## src/rtl/assert_macros.svh

```systemverilog
// Assertion macros shared by the RTL of the uniform LBP filter.
// No dependencies; included by modules that carry concurrent assertions.
`ifndef ASSERT_MACROS_SVH
`define ASSERT_MACROS_SVH

// Same-cycle implication, disabled while reset is asserted
`define LBP_ASSERT_IMP(lbl, ante, cons, msg) \
  lbl: assert property (@(posedge clk) disable iff (!rst_n) (ante) |-> (cons)) \
    else $error(msg);

// Next-cycle implication, disabled while reset is asserted
`define LBP_ASSERT_NXT(lbl, ante, cons, msg) \
  lbl: assert property (@(posedge clk) disable iff (!rst_n) (ante) |=> (cons)) \
    else $error(msg);

`endif

```

## src/rtl/ulbp_pkg.sv

```systemverilog
// Package for the uniform LBP 3x3 filter: transaction types, register indexes
// and the 59-bin uniform pattern table. No dependencies.
package ulbp_pkg;

  // Input transaction
  typedef struct packed {
    logic [7:0] pixel;
    logic       frame_start;
  } in_t;

  // Result transaction
  typedef struct packed {
    logic [5:0] pattern_bin;
    logic [9:0] center_row;
    logic [6:0] center_col;
    logic       frame_last;
  } out_t;

  // Configuration register indexes
  typedef enum logic [0:0] {
    CFG_FRAME_WIDTH  = 1'b0,
    CFG_FRAME_HEIGHT = 1'b1
  } cfg_idx_t;

  localparam int unsigned CFG_DATA_W     = 10;
  localparam logic [7:0]  WIDTH_RESET    = 8'd100;
  localparam logic [9:0]  HEIGHT_RESET   = 10'd130;
  localparam logic [7:0]  WIDTH_MIN      = 8'd3;
  localparam logic [9:0]  HEIGHT_MIN     = 10'd3;
  localparam logic [5:0]  BIN_MAX        = 6'd58;

  typedef logic [5:0] bin_lut_t [0:255];

  // Number of circular 0/1 transitions in an 8-bit code
  function automatic logic [3:0] transitions(input logic [7:0] code);
    logic [7:0] x;
    logic [3:0] n;
    x = code ^ {code[0], code[7:1]};
    n = '0;
    for (int i = 0; i < 8; i++) begin
      n = n + 4'(x[i]);
    end
    return n;
  endfunction

  // Uniform codes numbered 1..58 in ascending order, others 0
  function automatic bin_lut_t build_bin_lut();
    bin_lut_t   lut;
    logic [5:0] next;
    next = 6'd1;
    for (int code = 0; code < 256; code++) begin
      if (transitions(8'(code)) <= 4'd2) begin
        lut[code] = next;
        next      = next + 6'd1;
      end else begin
        lut[code] = 6'd0;
      end
    end
    return lut;
  endfunction

  localparam bin_lut_t BIN_LUT = build_bin_lut();

endpackage

```

## src/rtl/uniform_lbp_3x3_filter_top.sv

```systemverilog
// Top level of the uniform LBP 3x3 filter: line stores, 3x3 window and
// pattern lookup. Depends on ulbp_pkg and assert_macros.svh.
//
// Usage
//   Pixels enter in raster order on in_valid / in_stall / in_data, one
//   transaction per clock when the result side keeps up. in_data.frame_start
//   marks pixel (0,0); otherwise the counters wrap at the configured size.
//   For each interior pixel one result leaves on out_valid / out_stall /
//   out_data, carrying the uniform bin and the centre coordinates; border
//   pixels give no result. frame_last flags the final result of a frame.
//   The result for centre (r-1,c-1) passes stage A and the output register
//   after pixel (r,c) is accepted. Throughput: one pixel per clock when not
//   stalled, set by the single read and single write port of each line store.
//   While the receiver stalls, the result is held in the output register;
//   the block keeps accepting until its one internal stage is also full,
//   then raises in_stall.
//   Reset (rst_n low, synchronous) clears counters, pipeline valids and
//   loads frame_width 100, frame_height 130. Line stores are not cleared.
//   cfg_we writes frame_width (index 0) or frame_height (index 1); write
//   only while the block is idle.
`include "assert_macros.svh"

module uniform_lbp_3x3_filter_top #(
  parameter int MAX_WIDTH = 128
) (
  input  logic                             clk,
  input  logic                             rst_n,
  // input channel
  input  logic                             in_valid,
  output logic                             in_stall,
  input  ulbp_pkg::in_t                    in_data,
  // result channel
  output logic                             out_valid,
  input  logic                             out_stall,
  output ulbp_pkg::out_t                   out_data,
  // configuration
  input  logic                             cfg_we,
  input  ulbp_pkg::cfg_idx_t               cfg_index,
  input  logic [ulbp_pkg::CFG_DATA_W-1:0]  cfg_wdata
);

  localparam int CW  = $clog2(MAX_WIDTH);        // column counter / address
  localparam int WW  = $clog2(MAX_WIDTH + 1);    // width in use
  localparam int XW  = (WW > 8) ? WW : 8;        // width compare
  localparam int CXW = (CW > 7) ? CW : 7;        // centre column arithmetic

  // Configuration registers
  logic [7:0] frame_width_r;
  logic [9:0] frame_height_r;

  always_ff @(posedge clk) begin
    if (!rst_n) begin
      frame_width_r  <= ulbp_pkg::WIDTH_RESET;
      frame_height_r <= ulbp_pkg::HEIGHT_RESET;
    end else if (cfg_we) begin
      unique case (cfg_index)
        ulbp_pkg::CFG_FRAME_WIDTH:  frame_width_r  <= cfg_wdata[7:0];
        ulbp_pkg::CFG_FRAME_HEIGHT: frame_height_r <= cfg_wdata[9:0];
        default:                    ;
      endcase
    end
  end

  // Saturated frame size
  logic [XW-1:0] width_x;
  logic [WW-1:0] width_use;
  logic [9:0]    height_use;

  always_comb begin
    width_x = XW'(frame_width_r);
    if (frame_width_r < ulbp_pkg::WIDTH_MIN) begin
      width_use = WW'(ulbp_pkg::WIDTH_MIN);
    end else if (width_x > XW'(MAX_WIDTH)) begin
      width_use = WW'(MAX_WIDTH);
    end else begin
      width_use = WW'(width_x);
    end
    height_use = (frame_height_r < ulbp_pkg::HEIGHT_MIN) ? ulbp_pkg::HEIGHT_MIN
                                                         : frame_height_r;
  end

  // Handshake control
  logic in_fire, b_fire;
  logic a_valid_r, out_valid_r;
  ulbp_pkg::out_t out_data_r;

  assign b_fire    = a_valid_r && (!out_valid_r || !out_stall);
  assign in_stall  = a_valid_r && !b_fire;
  assign in_fire   = in_valid && !in_stall;
  assign out_valid = out_valid_r;
  assign out_data  = out_data_r;

  // Stage A: position counters
  logic [CW-1:0] col_r, col_nxt, col_cur;
  logic [9:0]    row_r, row_nxt, row_cur;

  always_comb begin
    col_cur = in_data.frame_start ? '0 : col_r;
    row_cur = in_data.frame_start ? '0 : row_r;
    if (WW'(col_cur) + WW'(1) >= width_use) begin
      col_nxt = '0;
      row_nxt = ({1'b0, row_cur} + 11'd1 >= {1'b0, height_use}) ? '0 : row_cur + 10'd1;
    end else begin
      col_nxt = col_cur + CW'(1);
      row_nxt = row_cur;
    end
  end

  always_ff @(posedge clk) begin
    if (!rst_n) begin
      col_r <= '0;
      row_r <= '0;
    end else if (in_fire) begin
      col_r <= col_nxt;
      row_r <= row_nxt;
    end
  end

  // Line stores: one read and one write port each, registered read
  logic [7:0]    upper_mem [MAX_WIDTH];
  logic [7:0]    middle_mem [MAX_WIDTH];
  logic [7:0]    a_top_rd_r, a_mid_rd_r, a_pix_r, a_fwd_mid_r;
  logic [CW-1:0] a_col_r;
  logic [9:0]    a_row_r;
  logic          a_fwd_r;
  logic [7:0]    top_eff;

  always_ff @(posedge clk) begin
    if (in_fire) begin
      a_top_rd_r         <= upper_mem[col_cur];
      a_mid_rd_r         <= middle_mem[col_cur];
      middle_mem[col_cur] <= in_data.pixel;
      a_pix_r            <= in_data.pixel;
      a_col_r            <= col_cur;
      a_row_r            <= row_cur;
      // the item ahead writes the upper store at this same address now
      a_fwd_r            <= a_valid_r && (a_col_r == col_cur);
      a_fwd_mid_r        <= a_mid_rd_r;
    end
    if (b_fire) begin
      upper_mem[a_col_r] <= a_mid_rd_r;
    end
  end

  assign top_eff = a_fwd_r ? a_fwd_mid_r : a_top_rd_r;

  // Stage B: window, comparisons and bin lookup
  logic [7:0]     win_r [6];  // [0..2] column c-2, [3..5] column c-1
  logic [7:0]     centre, code;
  logic           has_result;
  logic [CXW-1:0] col_m1;
  ulbp_pkg::out_t res;

  always_comb begin
    centre  = win_r[4];
    code[0] = win_r[1] >= centre;  // left
    code[1] = win_r[2] >= centre;  // bottom-left
    code[2] = win_r[5] >= centre;  // bottom
    code[3] = a_pix_r  >= centre;  // bottom-right
    code[4] = a_mid_rd_r >= centre; // right
    code[5] = top_eff  >= centre;  // top-right
    code[6] = win_r[3] >= centre;  // top
    code[7] = win_r[0] >= centre;  // top-left
    has_result = (a_col_r >= CW'(2)) && (a_row_r >= 10'd2) &&
                 (WW'(a_col_r) < width_use) && (a_row_r < height_use);
    col_m1 = CXW'(a_col_r) - CXW'(1);
    res.pattern_bin = ulbp_pkg::BIN_LUT[code];
    res.center_row  = a_row_r - 10'd1;
    res.center_col  = col_m1[6:0];
    res.frame_last  = (a_row_r == height_use - 10'd1) &&
                      (WW'(a_col_r) == width_use - WW'(1));
  end

  always_ff @(posedge clk) begin
    if (b_fire) begin
      win_r[0] <= win_r[3];
      win_r[1] <= win_r[4];
      win_r[2] <= win_r[5];
      win_r[3] <= top_eff;
      win_r[4] <= a_mid_rd_r;
      win_r[5] <= a_pix_r;
      out_data_r <= res;
    end
  end

  // Pipeline valids
  always_ff @(posedge clk) begin
    if (!rst_n) begin
      a_valid_r   <= 1'b0;
      out_valid_r <= 1'b0;
    end else begin
      if (in_fire) begin
        a_valid_r <= 1'b1;
      end else if (b_fire) begin
        a_valid_r <= 1'b0;
      end
      if (b_fire) begin
        out_valid_r <= has_result;
      end else if (!out_stall) begin
        out_valid_r <= 1'b0;
      end
    end
  end

  // Assertions
  `LBP_ASSERT_IMP(a_no_overrun, in_fire, !a_valid_r || b_fire,
                  "stage A overwritten before it moved on")
  `LBP_ASSERT_IMP(a_bin_range, out_valid_r, out_data_r.pattern_bin <= ulbp_pkg::BIN_MAX,
                  "pattern bin out of range")
  `LBP_ASSERT_IMP(a_last_pos, out_valid_r && out_data_r.frame_last,
                  (out_data_r.center_row == height_use - 10'd2) &&
                  (WW'(out_data_r.center_col) == width_use - WW'(2)),
                  "frame_last not at last interior pixel")

endmodule

```

## config.mk

```make
export PLATFORM = sky130hd
export DESIGN_NAME = uniform_lbp_3x3_filter_top
export DESIGN_NICKNAME = d
export VERILOG_FILES = /design/src/rtl/ulbp_pkg.sv /design/src/rtl/uniform_lbp_3x3_filter_top.sv
export VERILOG_INCLUDE_DIRS = /design/src /design/src/rtl
export SDC_FILE = /design/constraint.sdc
export NUM_CORES = 2
export LEC_CHECK = 0
export BUFFER_PORTS_ARGS = -buffer_cell sky130_fd_sc_hd__buf_2
export CORE_MARGIN = 4
export CORE_UTILIZATION = 44
export CTS_CLUSTER_SIZE = 30
export DETAILED_ROUTE_END_ITERATION = 8
export GPL_TIMING_DRIVEN = 0
export PLACE_DENSITY = 0.57
export SLEW_MARGIN = 20
export SYNTH_ARGS = -nofsm -noshare
export SYNTH_HDL_FRONTEND = slang
export SYNTH_SLANG_ARGS = --single-unit
```

## constraint.sdc

```tcl
create_clock -name clk -period 5.6 [get_ports clk]
set_input_delay 0.56 -clock clk [delete_from_list [all_inputs] [get_ports clk]]
set_output_delay 0.56 -clock clk [all_outputs]
set_load 0.005 [all_outputs]
```

Word-level counts from Yosys, hierarchy flattened
Memories as Yosys holds them, arrays and structs flattened. A register that Yosys moved wholly into a read port is not among the register bits.
Index checks and enable logic that the tools add are counted.

operators by class
  $add $sub $neg = 8
  $lt $le $gt $ge = 17
  equality and inequality tests = 4
  mux-type cells = 17
  bitwise operators = 2
  reductions and logical operators = 16

operator list
  cell                     count
  $ge A8 B8 Y1             9
  $mux W10                 4
  $mux W8                  3
  $sub A10 B1 Y10 const B  2
  $mux W7                  2
  $add A10 B1 Y11 const B  1
  $ge A11 B10 Y1           1
  $add A10 B1 Y10 const B  1
  $eq A10 B10 Y1           1
  $ge A10 B2 Y1 const B    1
  $lt A10 B10 Y1           1
  $lt A10 B2 Y1 const B    1
  $not A8 Y9               1
  $add A7 B1 Y8 const B    1
  $eq A7 B8 Y1             1
  $gt A8 B8 Y1 const B     1
  $logic_and A1 B1 Y1      8
  $lt A7 B8 Y1             1
  $lt A8 B2 Y1 const B     1
  $mux W1                  8
  $sub A8 B1 Y8 const B    1
  $add A7 B1 Y7 const B    1
  $eq A7 B7 Y1             1
  $ge A7 B2 Y1 const B     1
  other kinds (7)          11

word-level totals
  bits in registers = 89
  RAM bits = 2,096
  memory bits (read-only) = 1,536
  input bits = 25
  output and inout port bits = 26
  logic and storage cells = 82
  memories = 4

memory list
  memory           depth  width  rd ports  clocked after memory_dff  wr ports  RTL line                           RTL
  (no name shown)  256    6      1         1                         0         uniform_lbp_3x3_filter_top.sv:167  res.pattern_bin = ulbp_pkg::BIN_LUT[code];
  middle_mem       128    8      1         1                         1         uniform_lbp_3x3_filter_top.sv:121  logic [7:0] middle_mem [MAX_WIDTH];
  upper_mem        128    8      1         1                         1         uniform_lbp_3x3_filter_top.sv:120  logic [7:0] upper_mem [MAX_WIDTH];
  win_r            6      8      6         0                         6         uniform_lbp_3x3_filter_top.sv:148  logic [7:0] win_r [6];

Depth between registers and ports, before layout
  word-level depth = 9
  mapped depth = 20
  gate-level depth less buffers = 15

Least setup slack after synthesis
No wires, ideal clock.

  path type = input to register
  start point = input port in_data[0] (netlist name)
  end point = register row_r[6]
  setup time = 70 ps
  data arrival time = 4,630 ps
  required time = 5,530 ps
  setup slack = 900 ps
  stages on the path = 20
  path buffers = 6
  path through = buf_4 clkbuf_1 clkbuf_1 buf_1 nor2b_1 ha_1 and4_1 clkbuf_1 nand3_1 mux2_2 ha_1 a21o_1 a211o_1 a2111oi_0 nor2_1 a31oi_1 nor2b_1 clkbuf_1 nand3b_1 a21oi_1

on the way
  word-level cells in the longest chain between the ends = 5
  elaborated cells between the ends (all ways) = 9
  classes of those cells = add/sub (3); order compare (2); mux (4)

ends and longest elaborated chain
  what                  RTL line                           RTL
  from (decl)           uniform_lbp_3x3_filter_top.sv:31   input ulbp_pkg::in_t in_data,
  $mux W10 *            uniform_lbp_3x3_filter_top.sv:99   row_cur = in_data.frame_start ? '0 : row_r;
  net row_cur[0]        uniform_lbp_3x3_filter_top.sv:95   logic [9:0] row_r, row_nxt, row_cur;
  $add A10 B1 Y11       uniform_lbp_3x3_filter_top.sv:102  row_nxt = ({1'b0, row_cur} + 11'd1 >= {1'b0, height_use}) ? '0 : row_cur + 10'd1;
  $ge A11 B10 Y1        uniform_lbp_3x3_filter_top.sv:102
  $mux W10 *            uniform_lbp_3x3_filter_top.sv:102
  $mux W10 *            uniform_lbp_3x3_filter_top.sv:100  if (WW'(col_cur) + WW'(1) >= width_use) begin
  to (signal assigned)  uniform_lbp_3x3_filter_top.sv:115  row_r <= row_nxt;
  to (decl)             uniform_lbp_3x3_filter_top.sv:95

The timed path passes the listed nets; every way through them passes the cells marked *.
A chain may end at the register's enable or synchronous reset.

Worst setup path in the final report
  start point = register col_r[0]
  end point = register a_top_rd_r[5] (read register of upper_mem) (data pin)

on the way
  word-level cells in the longest chain between the ends = 1

ends and longest elaborated chain
  what                    RTL line                           RTL
  from (decl)             uniform_lbp_3x3_filter_top.sv:94   logic [CW-1:0] col_r, col_nxt, col_cur;
  from (signal assigned)  uniform_lbp_3x3_filter_top.sv:114  col_r <= col_nxt;
  $mux W7                 uniform_lbp_3x3_filter_top.sv:98   col_cur = in_data.frame_start ? '0 : col_r;
  to (decl)               uniform_lbp_3x3_filter_top.sv:122  logic [7:0] a_top_rd_r, a_mid_rd_r, a_pix_r, a_fwd_mid_r;

No other way between the ends.

==> flow_summary.ini <==
[logic_synthesis]
avgSynthCellArea_um2 = 15.1
synth_fp_nets = 5937
async_flop_share_pct = 0
synth_seq_cells = 2207
yosys_warnings = 0
ys_types = 78
synthTopCellsByArea = edfxtp_1 (75%), a21oi_1 (3.4%), nand2_1 (2.9%), mux2i_1 (2.8%), nor2_1 (1.7%)
syn_area_um2 = 87300
synth_top_flop_cell = edfxtp_1
synth_top_cell_by_area = edfxtp_1
synth_edf_count = 2170
netlist_instances = 5800
yosysSeqAreaShare_pct = 75.5
synth_top_area_share_pct = 74.6

[sta]
fin_worst_skew_ps = 40.3
tightest_slew_ps = 1420
layout_setup_ws_ps = -391
relSlewSlack_pct = 5.23
drv_slew = 0
finalHoldViolCount = 0
period_share_pct = 107
period_minus_slack_ps = 5990
final-setup-viol-count = 304
fmax_mhz = 167
tns_ps = -39890
rsz0062_at_grt = true

[cts]
clockBufferDepth = 3
clock_latency_ps = 940
cts_buffers = 230
htreeDepth = 4
cts.sinks = 2207
cts_tree = yes
path_clk_slew_ps = 60
root_buffer = clkbuf_16

[route]
drc = 0
vias = 63647
viasPerCell = 6.99
routedWlPerCell_um = 53.0
drt_wl_total_mm = 482
firstDrtPassIters = 6
drtIter0Drc = 13580
drtAntennaViolNets = 0

[critical_path]
arrival_ps = 6440
cp-start-kind = flip-flop
critPathKind = reg -> reg
critPathMaxFanout = 10
worstPathRequired_ps = 6050
crit_path_end_kind = flip-flop

[run_status]
violations = negative setup slack
outcome = finished, violations left

[die]
io_pins = 51
num_rows = 163
start_util_pct = 44.3
die_y_um = 453
die_x_um = 453
die_area_um2 = 206000
coreArea_um2 = 197000

[grt]
antenna_found_initial = 72
grt_overflow = 0
grt_pass1_wl_mm = 600
grt_usage_pct = 46.0
grt_start_max_net_pins = 86
grt_pass1_vias = 55348

[pwr]
power_per_cell_area_nw_per_um2 = 358
power.total_w = 0.0364
leakage_nw = 32.9
ir_drop_mv = 0.286

[placed_design]
placed_cells = 8619
dp_hpwl_mm = 351
io_buffers = 48
dpl-instance-area_um2 = 93800
place_congestion = 1.04

[final_layout]
layout_common_cells = edfxtp_1 (2,170), nand2_1 (661), a21oi_1 (594)
drive_gt1_share_pct = 15.6
area_growth_pct = 16.5
final_util_pct = 51.6
final_area_um2 = 102000
final_common_cell = edfxtp_1
multiInputGateArea_um2 = 20000
fill_cells = 16613
final_cells = 9100
seq_area_um2 = 65900
num-nets-final = 6365

[flow_run]
drv_cap = 0

[min_path]
hold_class = in -> reg
Yosys cell counts, drive strengths merged (34+ instances only):
master   count
a2111oi     42
a21oi      601
a221oi      72
a222oi      85
a22o        76
a22oi       89
a31oi       77
buf        246
clkbuf     104
dfxtp       37
edfxtp    2170
ha         112
inv         53
mux2i      246
nand2      668
nand3       46
nor2       387
nor2b       37
nor3        41
o21ai      167
o22ai       86
xnor2       34
worst max-delay path, stage by stage, from the launching register on:
cell      delay, ps
dfxtp_1         320
buf_4           210
buf_2           830
clkbuf_4        770
buf_2           820
mux2i_1         280
o22ai_1         150
a211oi_1        500
o22ai_1         320
nor3_1          630
nand4_1         610
flip-flops by register name, summed over array words and instances, names as in the netlist:
name	flops
a_row_r	10
a_col_r	7
frame_width_r	8
a_valid_r	1
win_r	48
middle_mem	1024
a_top_rd_r	8
col_r	7
a_fwd_mid_r	8
a_fwd_r	1
frame_height_r	10
a_pix_r	8
a_mid_rd_r	8
out_data	24
row_r	10
upper_mem	1024
out_valid	1
worst paths after layout:
check                   startpoint                 endpoint  slack [ps]  cells past startpoint
max          col_r[0]$_SDFFE_PN0P_  a_top_rd_r[5]$_DFFE_PP_        -390                     10
max reg2reg  col_r[0]$_SDFFE_PN0P_  a_top_rd_r[5]$_DFFE_PP_        -390                     10
min reg2reg  win_r[4][3]$_DFFE_PP_    win_r[1][3]$_DFFE_PP_         450                      0
min                      out_stall   out_valid$_SDFFE_PN0P_          60                      3
repair_timing:
action / 4_1_cts / 5_1_grt
endpoints found under the hold margin: 19 / 0
pin swaps: 0 / 1
hold buffers: 12 / 0
endpoints found under the setup margin: 194 / 54
buffers inserted: 0 / 3
resized for setup: 15 / 14
report_power, final:
group / internal, W / switching [W]
clock network: 0.00868 / 0.00700
registers: 0.0183 / 0.0000623
logic: 0.000575 / 0.00186
area by class of cell:
class,count,area share (%)
clock inverters,157,1.56
clock buffers,273,5.82
plain buffers,348,1.72
flip-flops and latches,2207,64.8
diodes,34,0.0837
multi-input cells,3190,19.7
inverters,53,0.201
well taps,2640,3.25
repair buffers,198,2.86
layer usage:
layer | vias to the layer above | GRT usage, % | part of all wire [%]
met2 | 6098 | 61.7 | 40
met1 | 32891 | 59.9 | 37
met4 | 52 | 22.3 | 5.9
met5 | - | 0 | 0.072
li1 | 23553 | - | -
met3 | 1053 | 25.8 | 18
kinds of logic after synthesis:
| logic type | share of synthesized area, % |
|---|---|
| muxes | 3.30 |
| buffers and inverters | 2.11 |
| DFF | 75.5 |
| adders and majority gates | 1.61 |
| xor gates and xnor gates | 0.542 |
| AOI/OAI and AO/OA | 10.8 |
| and+or+nand+nor | 6.16 |
per-stage QoR:
stage | setup slack, ps | hold slack (ps)
6_report | -391 | 59.2
5_1_grt | -37.3 | 61.8
4_1_cts | 14.0 | 14.9
3_5_place_dp | -936 | 435
3_3_place_gp | -2720 | 427
2_1_floorplan | 900 | 426
No activity file was read; power rests on OpenSTA's default activity.
